### src/rtl/line_rasterizer_unit_defines.svh
// Assertion macros shared by the line rasterizer RTL.
// Included by files that carry concurrent checks; no other dependencies.
`ifndef LINE_RASTERIZER_UNIT_DEFINES_SVH
`define LINE_RASTERIZER_UNIT_DEFINES_SVH

// Same-cycle implication, checked out of reset.
`define LR_ASSERT_NOW(label, clk, rstn, ante, cons, msg) \
    label: assert property (@(posedge clk) disable iff (!(rstn)) (ante) |-> (cons)) \
        else $error(msg);

// Next-cycle implication, checked out of reset.
`define LR_ASSERT_NEXT(label, clk, rstn, ante, cons, msg) \
    label: assert property (@(posedge clk) disable iff (!(rstn)) (ante) |=> (cons)) \
        else $error(msg);

`endif

### src/rtl/lr_pkg.sv
// Shared types and constants for the line rasterizer.
// No dependencies; used by lr_setup and line_rasterizer_unit.
package lr_pkg;

    localparam int DIM_BITS   = 11;
    localparam int APB_DATA_W = 32;
    localparam int APB_ADDR_W = 3;

    localparam logic [DIM_BITS-1:0] WIDTH_RESET  = 11'd800;
    localparam logic [DIM_BITS-1:0] HEIGHT_RESET = 11'd600;

    localparam logic REG_SCREEN_WIDTH  = 1'b0;
    localparam logic REG_SCREEN_HEIGHT = 1'b1;

    localparam logic FUNC_LOAD    = 1'b0;
    localparam logic FUNC_ADVANCE = 1'b1;

    typedef enum logic [2:0] {
        CASE_VERT        = 3'd0,
        CASE_HORZ        = 3'd1,
        CASE_RISE_GENTLE = 3'd2,
        CASE_RISE_STEEP  = 3'd3,
        CASE_FALL_GENTLE = 3'd4,
        CASE_FALL_STEEP  = 3'd5
    } line_case_t;

endpackage

### src/rtl/line_rasterizer_unit.sv
// Line rasterizer top level: stream in/out, APB register port, walk state.
// Depends on lr_pkg, lr_setup and line_rasterizer_unit_defines.svh.
//
// Usage:
//   The slave stream carries one word per command. s_tuser selects the command:
//   load (0) takes two endpoints from s_tdata and produces nothing; advance (1)
//   produces the next pixel of the active segment, or nothing when no segment
//   is active. A load while a segment is active replaces it.
//   The master stream carries one pixel per word: m_tdata holds x and y,
//   m_tuser flags the pixel as on screen, m_tlast marks the final pixel.
//   An accepted advance is registered into the result register (m_tvalid), or
//   into the skid register while the receiver stalls. Throughput is one word
//   per cycle when not stalled (one add and compare on the decision per pixel).
//   A two-entry output buffer (result register plus skid register) lets one
//   more word be taken while the receiver stalls; s_tready drops only when
//   both entries are full.
//   Reset (aresetn low, synchronous) drops any active segment, empties the
//   output buffer and sets the screen size to 800 by 600. Write screen_width
//   (address 0) and screen_height (address 4) over APB only while idle.
`include "line_rasterizer_unit_defines.svh"

module line_rasterizer_unit #(
    parameter int COORD_BITS = 12
) (
    input  logic                               aclk,
    input  logic                               aresetn,
    // s_tdata: x_start, y_start, x_end, y_end (low bit up), zero padded
    input  logic                               s_tvalid,
    output logic                               s_tready,
    input  logic [((4*COORD_BITS+7)/8)*8-1:0]  s_tdata,
    // s_tuser: func
    input  logic                               s_tuser,
    // m_tdata: pixel_x, pixel_y (low bit up), zero padded
    output logic                               m_tvalid,
    input  logic                               m_tready,
    output logic [((2*COORD_BITS+7)/8)*8-1:0]  m_tdata,
    // m_tuser: visible
    output logic                               m_tuser,
    output logic                               m_tlast,
    input  logic                               psel,
    input  logic                               penable,
    input  logic                               pwrite,
    input  logic [lr_pkg::APB_ADDR_W-1:0]      paddr,
    input  logic [lr_pkg::APB_DATA_W-1:0]      pwdata,
    output logic [lr_pkg::APB_DATA_W-1:0]      prdata,
    output logic                               pready
);

    localparam int DEC_BITS = COORD_BITS + 4;
    localparam int M_DATA_W = ((2*COORD_BITS+7)/8)*8;
    localparam int VIS_W    = COORD_BITS + lr_pkg::DIM_BITS + 1;

    // configuration
    logic [lr_pkg::DIM_BITS-1:0] width_reg, height_reg;
    logic                        cfg_write;

    assign pready    = 1'b1;
    assign cfg_write = psel & penable & pwrite & pready;
    assign prdata    = (paddr[2] == lr_pkg::REG_SCREEN_HEIGHT)
                     ? {{(lr_pkg::APB_DATA_W-lr_pkg::DIM_BITS){1'b0}}, height_reg}
                     : {{(lr_pkg::APB_DATA_W-lr_pkg::DIM_BITS){1'b0}}, width_reg};

    always_ff @(posedge aclk) begin
        if (!aresetn) begin
            width_reg  <= lr_pkg::WIDTH_RESET;
            height_reg <= lr_pkg::HEIGHT_RESET;
        end else if (cfg_write) begin
            if (paddr[2] == lr_pkg::REG_SCREEN_HEIGHT) begin
                height_reg <= pwdata[lr_pkg::DIM_BITS-1:0];
            end else begin
                width_reg <= pwdata[lr_pkg::DIM_BITS-1:0];
            end
        end
    end

    // input unpack
    logic signed [COORD_BITS-1:0] in_x_start, in_y_start, in_x_end, in_y_end;

    assign in_x_start = s_tdata[COORD_BITS-1:0];
    assign in_y_start = s_tdata[2*COORD_BITS-1:COORD_BITS];
    assign in_x_end   = s_tdata[3*COORD_BITS-1:2*COORD_BITS];
    assign in_y_end   = s_tdata[4*COORD_BITS-1:3*COORD_BITS];

    logic [COORD_BITS-1:0] set_walk_x, set_walk_y, set_stop;
    logic [COORD_BITS:0]   set_major, set_minor;
    logic [DEC_BITS-1:0]   set_dec;
    lr_pkg::line_case_t    set_case;

    lr_setup #(
        .COORD_BITS (COORD_BITS)
    ) u_setup (
        .x_start     (in_x_start),
        .y_start     (in_y_start),
        .x_end       (in_x_end),
        .y_end       (in_y_end),
        .walk_x      (set_walk_x),
        .walk_y      (set_walk_y),
        .stop_coord  (set_stop),
        .delta_major (set_major),
        .delta_minor (set_minor),
        .decision    (set_dec),
        .line_case   (set_case)
    );

    // walk state
    logic [COORD_BITS-1:0] walk_x_reg, walk_y_reg, stop_reg;
    logic [COORD_BITS-1:0] walk_x_next, walk_y_next;
    logic [COORD_BITS:0]   major_reg, minor_reg;
    logic [DEC_BITS-1:0]   dec_reg, dec_next;
    lr_pkg::line_case_t    case_reg;
    logic                  busy_reg;

    logic                  s_accept, push;
    logic [COORD_BITS-1:0] major_now;
    logic                  last_now, vis_now;
    logic [DEC_BITS-1:0]   maj_e, min_e;
    logic signed [VIS_W-1:0] px_e, py_e, w_e, h_e;

    assign s_accept = s_tvalid & s_tready;
    assign push     = s_accept & (s_tuser == lr_pkg::FUNC_ADVANCE) & busy_reg;
    assign maj_e    = {3'b000, major_reg};
    assign min_e    = {3'b000, minor_reg};

    always_comb begin
        case (case_reg)
            lr_pkg::CASE_VERT, lr_pkg::CASE_RISE_STEEP, lr_pkg::CASE_FALL_STEEP:
                major_now = walk_y_reg;
            default:
                major_now = walk_x_reg;
        endcase
    end

    assign last_now = (major_now == stop_reg);

    assign px_e = {{(VIS_W-COORD_BITS){walk_x_reg[COORD_BITS-1]}}, walk_x_reg};
    assign py_e = {{(VIS_W-COORD_BITS){walk_y_reg[COORD_BITS-1]}}, walk_y_reg};
    assign w_e  = {{(VIS_W-lr_pkg::DIM_BITS){1'b0}}, width_reg};
    assign h_e  = {{(VIS_W-lr_pkg::DIM_BITS){1'b0}}, height_reg};
    assign vis_now = (px_e >= VIS_W'(1)) && (px_e <= w_e)
                  && (py_e >= VIS_W'(1)) && (py_e <= h_e);

    always_comb begin
        walk_x_next = walk_x_reg;
        walk_y_next = walk_y_reg;
        dec_next    = dec_reg;
        unique case (case_reg)
            lr_pkg::CASE_VERT: begin
                walk_y_next = walk_y_reg + 1'b1;
            end
            lr_pkg::CASE_HORZ: begin
                walk_x_next = walk_x_reg + 1'b1;
            end
            lr_pkg::CASE_RISE_GENTLE, lr_pkg::CASE_RISE_STEEP: begin
                if (dec_reg[DEC_BITS-1]) begin
                    dec_next = dec_reg + min_e;
                end else begin
                    dec_next = dec_reg + min_e - maj_e;
                    if (case_reg == lr_pkg::CASE_RISE_GENTLE) begin
                        walk_y_next = walk_y_reg + 1'b1;
                    end else begin
                        walk_x_next = walk_x_reg + 1'b1;
                    end
                end
                if (case_reg == lr_pkg::CASE_RISE_GENTLE) begin
                    walk_x_next = walk_x_reg + 1'b1;
                end else begin
                    walk_y_next = walk_y_reg + 1'b1;
                end
            end
            default: begin
                if (!dec_reg[DEC_BITS-1] && (dec_reg != '0)) begin
                    dec_next = dec_reg - (maj_e << 1) + (min_e << 1);
                    if (case_reg == lr_pkg::CASE_FALL_GENTLE) begin
                        walk_y_next = walk_y_reg - 1'b1;
                    end else begin
                        walk_x_next = walk_x_reg - 1'b1;
                    end
                end else begin
                    dec_next = dec_reg + (min_e << 1);
                end
                if (case_reg == lr_pkg::CASE_FALL_GENTLE) begin
                    walk_x_next = walk_x_reg + 1'b1;
                end else begin
                    walk_y_next = walk_y_reg + 1'b1;
                end
            end
        endcase
    end

    always_ff @(posedge aclk) begin
        if (!aresetn) begin
            walk_x_reg <= '0;
            walk_y_reg <= '0;
            stop_reg   <= '0;
            major_reg  <= '0;
            minor_reg  <= '0;
            dec_reg    <= '0;
            case_reg   <= lr_pkg::CASE_VERT;
            busy_reg   <= 1'b0;
        end else if (s_accept) begin
            if (s_tuser == lr_pkg::FUNC_LOAD) begin
                walk_x_reg <= set_walk_x;
                walk_y_reg <= set_walk_y;
                stop_reg   <= set_stop;
                major_reg  <= set_major;
                minor_reg  <= set_minor;
                dec_reg    <= set_dec;
                case_reg   <= set_case;
                busy_reg   <= 1'b1;
            end else if (busy_reg) begin
                walk_x_reg <= walk_x_next;
                walk_y_reg <= walk_y_next;
                dec_reg    <= dec_next;
                if (last_now) begin
                    busy_reg <= 1'b0;
                end
            end
        end
    end

    // output register and skid register
    logic                  out_valid_reg, skid_valid_reg;
    logic [COORD_BITS-1:0] out_x_reg, out_y_reg, skid_x_reg, skid_y_reg;
    logic                  out_vis_reg, out_last_reg, skid_vis_reg, skid_last_reg;

    assign s_tready = !skid_valid_reg;

    always_ff @(posedge aclk) begin
        if (!aresetn) begin
            out_valid_reg  <= 1'b0;
            skid_valid_reg <= 1'b0;
        end else if (!out_valid_reg || m_tready) begin
            if (skid_valid_reg) begin
                out_valid_reg  <= 1'b1;
                skid_valid_reg <= push;
            end else begin
                out_valid_reg <= push;
            end
        end else if (push) begin
            skid_valid_reg <= 1'b1;
        end
    end

    always_ff @(posedge aclk) begin
        if (!out_valid_reg || m_tready) begin
            if (skid_valid_reg) begin
                out_x_reg    <= skid_x_reg;
                out_y_reg    <= skid_y_reg;
                out_vis_reg  <= skid_vis_reg;
                out_last_reg <= skid_last_reg;
            end else begin
                out_x_reg    <= walk_x_reg;
                out_y_reg    <= walk_y_reg;
                out_vis_reg  <= vis_now;
                out_last_reg <= last_now;
            end
        end
        if (push && (skid_valid_reg || (out_valid_reg && !m_tready))) begin
            skid_x_reg    <= walk_x_reg;
            skid_y_reg    <= walk_y_reg;
            skid_vis_reg  <= vis_now;
            skid_last_reg <= last_now;
        end
    end

    assign m_tvalid = out_valid_reg;
    assign m_tdata  = {{(M_DATA_W-2*COORD_BITS){1'b0}}, out_y_reg, out_x_reg};
    assign m_tuser  = out_vis_reg;
    assign m_tlast  = out_last_reg;

    `LR_ASSERT_NOW(a_skid_behind_out, aclk, aresetn, skid_valid_reg, out_valid_reg,
        "skid word held while output register empty")
    `LR_ASSERT_NEXT(a_pixel_emitted, aclk, aresetn, push, m_tvalid,
        "advance on active segment produced no word")
    `LR_ASSERT_NEXT(a_last_ends_line, aclk, aresetn, push && last_now, !busy_reg,
        "segment still active after its last pixel")
    `LR_ASSERT_NEXT(a_load_starts_line, aclk, aresetn,
        s_accept && (s_tuser == lr_pkg::FUNC_LOAD), busy_reg,
        "load did not start a segment")

endmodule

### src/rtl/lr_setup.sv
// Segment setup: orders endpoints, classifies the line and seeds the walk.
// Depends on lr_pkg; pure combinational logic used by line_rasterizer_unit.
module lr_setup #(
    parameter int COORD_BITS = 12
) (
    input  logic signed [COORD_BITS-1:0] x_start,
    input  logic signed [COORD_BITS-1:0] y_start,
    input  logic signed [COORD_BITS-1:0] x_end,
    input  logic signed [COORD_BITS-1:0] y_end,
    output logic        [COORD_BITS-1:0] walk_x,
    output logic        [COORD_BITS-1:0] walk_y,
    output logic        [COORD_BITS-1:0] stop_coord,
    output logic        [COORD_BITS:0]   delta_major,
    output logic        [COORD_BITS:0]   delta_minor,
    output logic        [COORD_BITS+3:0] decision,
    output lr_pkg::line_case_t           line_case
);

    logic                         swap;
    logic signed [COORD_BITS-1:0] x1, y1, x2, y2;
    logic signed [COORD_BITS:0]   dx, dy, ady;

    assign swap = (x_end < x_start);
    assign x1   = swap ? x_end   : x_start;
    assign y1   = swap ? y_end   : y_start;
    assign x2   = swap ? x_start : x_end;
    assign y2   = swap ? y_start : y_end;
    assign dx   = {x2[COORD_BITS-1], x2} - {x1[COORD_BITS-1], x1};
    assign dy   = {y2[COORD_BITS-1], y2} - {y1[COORD_BITS-1], y1};
    assign ady  = -dy;

    always_comb begin
        walk_x      = x1;
        walk_y      = y1;
        stop_coord  = x2;
        delta_major = '0;
        delta_minor = '0;
        decision    = '0;
        line_case   = lr_pkg::CASE_VERT;
        if (dx == '0) begin
            line_case  = lr_pkg::CASE_VERT;
            walk_y     = (y1 < y2) ? y1 : y2;
            stop_coord = (y1 < y2) ? y2 : y1;
        end else if (dy == '0) begin
            line_case  = lr_pkg::CASE_HORZ;
            stop_coord = x2;
        end else if (dy > 0) begin
            if (dy <= dx) begin
                line_case   = lr_pkg::CASE_RISE_GENTLE;
                delta_major = dx;
                delta_minor = dy;
                stop_coord  = x2;
            end else begin
                line_case   = lr_pkg::CASE_RISE_STEEP;
                delta_major = dy;
                delta_minor = dx;
                stop_coord  = y2;
            end
            decision = {3'b000, delta_minor} - {3'b000, delta_major};
        end else begin
            if (ady <= dx) begin
                line_case   = lr_pkg::CASE_FALL_GENTLE;
                delta_major = dx;
                delta_minor = ady;
                stop_coord  = x2;
            end else begin
                line_case   = lr_pkg::CASE_FALL_STEEP;
                delta_major = ady;
                delta_minor = dx;
                walk_x      = x2;
                walk_y      = y2;
                stop_coord  = y1;
            end
            decision = {2'b00, delta_minor, 1'b0} - {3'b000, delta_major};
        end
    end

endmodule
### config.mk
export PLATFORM = sky130hd
export DESIGN_NAME = line_rasterizer_unit
export DESIGN_NICKNAME = d
export VERILOG_FILES = /design/src/rtl/lr_pkg.sv /design/src/rtl/line_rasterizer_unit.sv /design/src/rtl/lr_setup.sv
export VERILOG_INCLUDE_DIRS = /design/src /design/src/rtl
export SDC_FILE = /design/constraint.sdc
export NUM_CORES = 1
export LEC_CHECK = 0
export BUFFER_PORTS_ARGS = -buffer_cell sky130_fd_sc_hd__buf_2
export CORE_MARGIN = 4
export CORE_UTILIZATION = 28
export CTS_BUF_LIST = sky130_fd_sc_hd__clkbuf_8
export DETAILED_ROUTE_END_ITERATION = 8
export GPL_TIMING_DRIVEN = 1
export PLACE_DENSITY_LB_ADDON = 0.08
export SETUP_SLACK_MARGIN = 0.1
export SLEW_MARGIN = 20
export SYNTH_ARGS = -nofsm -noshare
export SYNTH_HDL_FRONTEND = slang
export SYNTH_SLANG_ARGS = --single-unit
### constraint.sdc
create_clock -name aclk -period 14.6 [get_ports aclk]
set_input_delay 2.92 -clock aclk [delete_from_list [all_inputs] [get_ports aclk]]
set_output_delay 2.92 -clock aclk [all_outputs]
set_load 0.05 [all_outputs]
==> results.cfg <==
[run_status]
status = finished, final reports clean

[logic_synthesis]
ys_ff_latch = 158
yosys_warnings = 0
synth_top_cell_area_share_pct = 11.8
syn_area_um2 = 18000
synth.area.top_cells = dfxtp_1 12%, ha_1 9.3%, edfxtp_1 8.7%
yosysSeqAreaShare_pct = 20.5
avgSynthCellArea_um2 = 7.50
dominantRegCellSynth = dfxtp_1
synth-edff-count = 52
ys_types = 113
synthArstFlopShare_pct = 0
yosys.area.top_type = dfxtp_1
syn-instance-count = 2395

[routing]
vias_per_cell = 5.35
route.detailed.drc = 0
antenna_left = 0
wire_per_inst_um = 20.9
detail_route.iter0.violations = 1280
dr.pass1.iters = 6
wl_um = 68700
vias = 17564

[floorplan]
coreArea_um2 = 63300
ios = 152
start_util_pct = 28.4
num_rows = 92
die_y_um = 261
die_w_um = 261
die_area_um2 = 68200

[placement]
dp.final_hpwl_um = 53500
gp_congestion = 0.900
place_inst = 3253
dpl_worst_slack_ns = 2.33
portBuffers = 106

[grt]
grt_max_degree = 70
grt.overflow.total = 0
grt_pass1_wl_um = 105000
grt_pass1_vias = 17071
gr-usage-all-layers_pct = 19.9
antenna_found_initial = 2

[final_layout]
finalNetCount = 2668
area_delta_synth_final_pct = 9.57
largest_register_ff_count = 16
fillers = 6970
post-route-util_pct = 31.1
stdcell_count = 3286
drive_above_1_share_pct = 11.4

[critical_path]
crit_type = input pin to register
timing.critical_path.to_type = register
ff2ff_setup_slack_ns = 9.59
r2r-start = minor_reg[1]$_SDFFE_PN0P_
start_kind = input pin
cp.arrival_ns = 12.25
crit_fanout = 23
cp_slowest_cell = a21o_1
reg2reg_to = dec_reg[14]$_SDFFE_PN0P_
worstPathRequired_ns = 14.99
reg2reg_depth = 18
slowest_delay_ns = 0.63

[min_path]
hold_depth = 2
hold_end = width_reg[7]$_SDFFE_PN0P_
hold_path_class = register to register
min-delay-start = width_reg[7]$_SDFFE_PN0P_

[clock_network]
ctsRootBufferMaster = clkbuf_8
cts_inserted_buffers = 17
cts_tree = done
path_clk_slew_ns = 0.11
insertion_delay_ns = 0.56
ctsHtreeMaxLevel = 4
cts_setup_buffers = 0
cts_resized = 0
cts_hold_buf = 0
clock-sinks = 158
ctsLongestPathBuffers = 2

[timing]
fin_setup_tns_ns = 0
finalClockSkew_ns = 0.0308
slew_violations = 0
final_hold_viol_count = 0
slew_headroom_pct = 21.5
min_period_over_period_pct = 81.2
worstMarginPinSlew_ns = 1.17
setup_viol = 0
worst_slack_ns = 2.74
fmax_mhz = 84.3
whs_ns = 0.464
layout_min_cycle_time_ns = 11.86
rsz0062_at_grt = false

[power]
vdd_drop_max_v = 0.0000705
power_density_nw_per_um2 = 162
total_leakage_power_nw = 7.92

[run]
drv_cap = 0
layout make-up:
cell class              count  area [µm²]  share of cell area (%)
inverters                 185         694                    3.53
well taps                 846        1060                    5.38
flip-flops and latches    158        3680                    18.7
multi-input cells        1918       13000                    65.9
repair buffers            146         831                    4.22
diodes                      1        2.50                  0.0127
clock buffers              17         234                    1.19
clock inverters            15         199                    1.01
worst max-delay path by stage:
stage	from	end	slack (ns)	cells past startpoint
after floorplan	s_tdata[9]	dec_reg[9]$_SDFFE_PN0P_	2.12	43
after global placement	s_tdata[4]	dec_reg[11]$_SDFFE_PN0P_	2.39	38
after detailed placement	s_tdata[3]	dec_reg[11]$_SDFFE_PN0P_	2.33	38
after CTS	s_tdata[3]	dec_reg[11]$_SDFFE_PN0P_	2.93	38
after global routing	s_tdata[3]	dec_reg[11]$_SDFFE_PN0P_	2.04	39
final	s_tdata[3]	dec_reg[11]$_SDFFE_PN0P_	2.74	38
worst max-delay path, delay by kind of cell:
| kind | cells | cell delay [ns] |
|---|---|---|
| adders and majority gates | 5 | 1.64 |
| and+or+nand+nor | 9 | 1.75 |
| buffers and inverters | 3 | 0.57 |
| AOI/OAI and AO/OA | 18 | 4.61 |
| muxes | 1 | 0.19 |
| xor gates and xnor gates | 2 | 0.55 |
routing by layer:
metal	part of all wire, %	vias to the layer above	GRT usage (%)
met5	0	-	0
met1	48	8391	27.5
met2	45	409	32.4
met3	4.2	84	2.63
met4	2.6	0	6.20
li1	-	8680	-
power breakdown:
part	switching, mW	leakage [nW]	total (mW)	internal, mW
clock	0.234	0.216	0.369	0.136
sequential	0.0679	1.42	0.570	0.502
combinational	1.40	6.28	2.24	0.847
Yosys cell counts, drive strengths merged (19+ instances only):
master / count
nand4: 20
o21a: 22
mux2i: 55
mux2: 39
buf: 61
nor3: 63
o21ai: 145
edfxtp: 52
inv: 180
a21o: 19
nand3: 58
dfxtp: 106
o22ai: 20
nand2b: 27
xnor2: 78
clkbuf: 93
a32oi: 21
nor2b: 44
a21boi: 19
nand2: 326
a31oi: 25
a21oi: 181
nor2: 199
o211ai: 60
ha: 133
xor2: 21
a211oi: 27
kinds of logic (layout without fill, tap and decap cells):
kind of cell	after synthesis	count (layout)	synth area share, %
simple gates	830	830	21.5
compound gates	707	707	27.0
buf+inv	339	363	8.06
fa+ha+maj	162	162	11.9
flops	158	158	20.5
xor+xnor	103	103	5.41
mux	94	94	5.60
other cells	2	23	0.0418
stage by stage:
stage	instance area (µm²)	power (mW)
after floorplan	18000	2.22
after global placement	19200	2.80
after detailed placement	19200	2.81
after CTS	19700	3.20
after global routing	19700	3.48
final	19700	3.18
layout by cell type, fill, tap and decap left out, drive strengths merged, types with 52 or more instances in the layout:
cell type  count
edfxtp        52
nand3         58
nor2         199
a21oi        181
xnor2         78
buf          146
mux2i         55
ha           133
inv          189
o211ai        60
nand2        326
o21ai        145
nor3          63
dfxtp        106
Power figures use the tool's default switching activity.
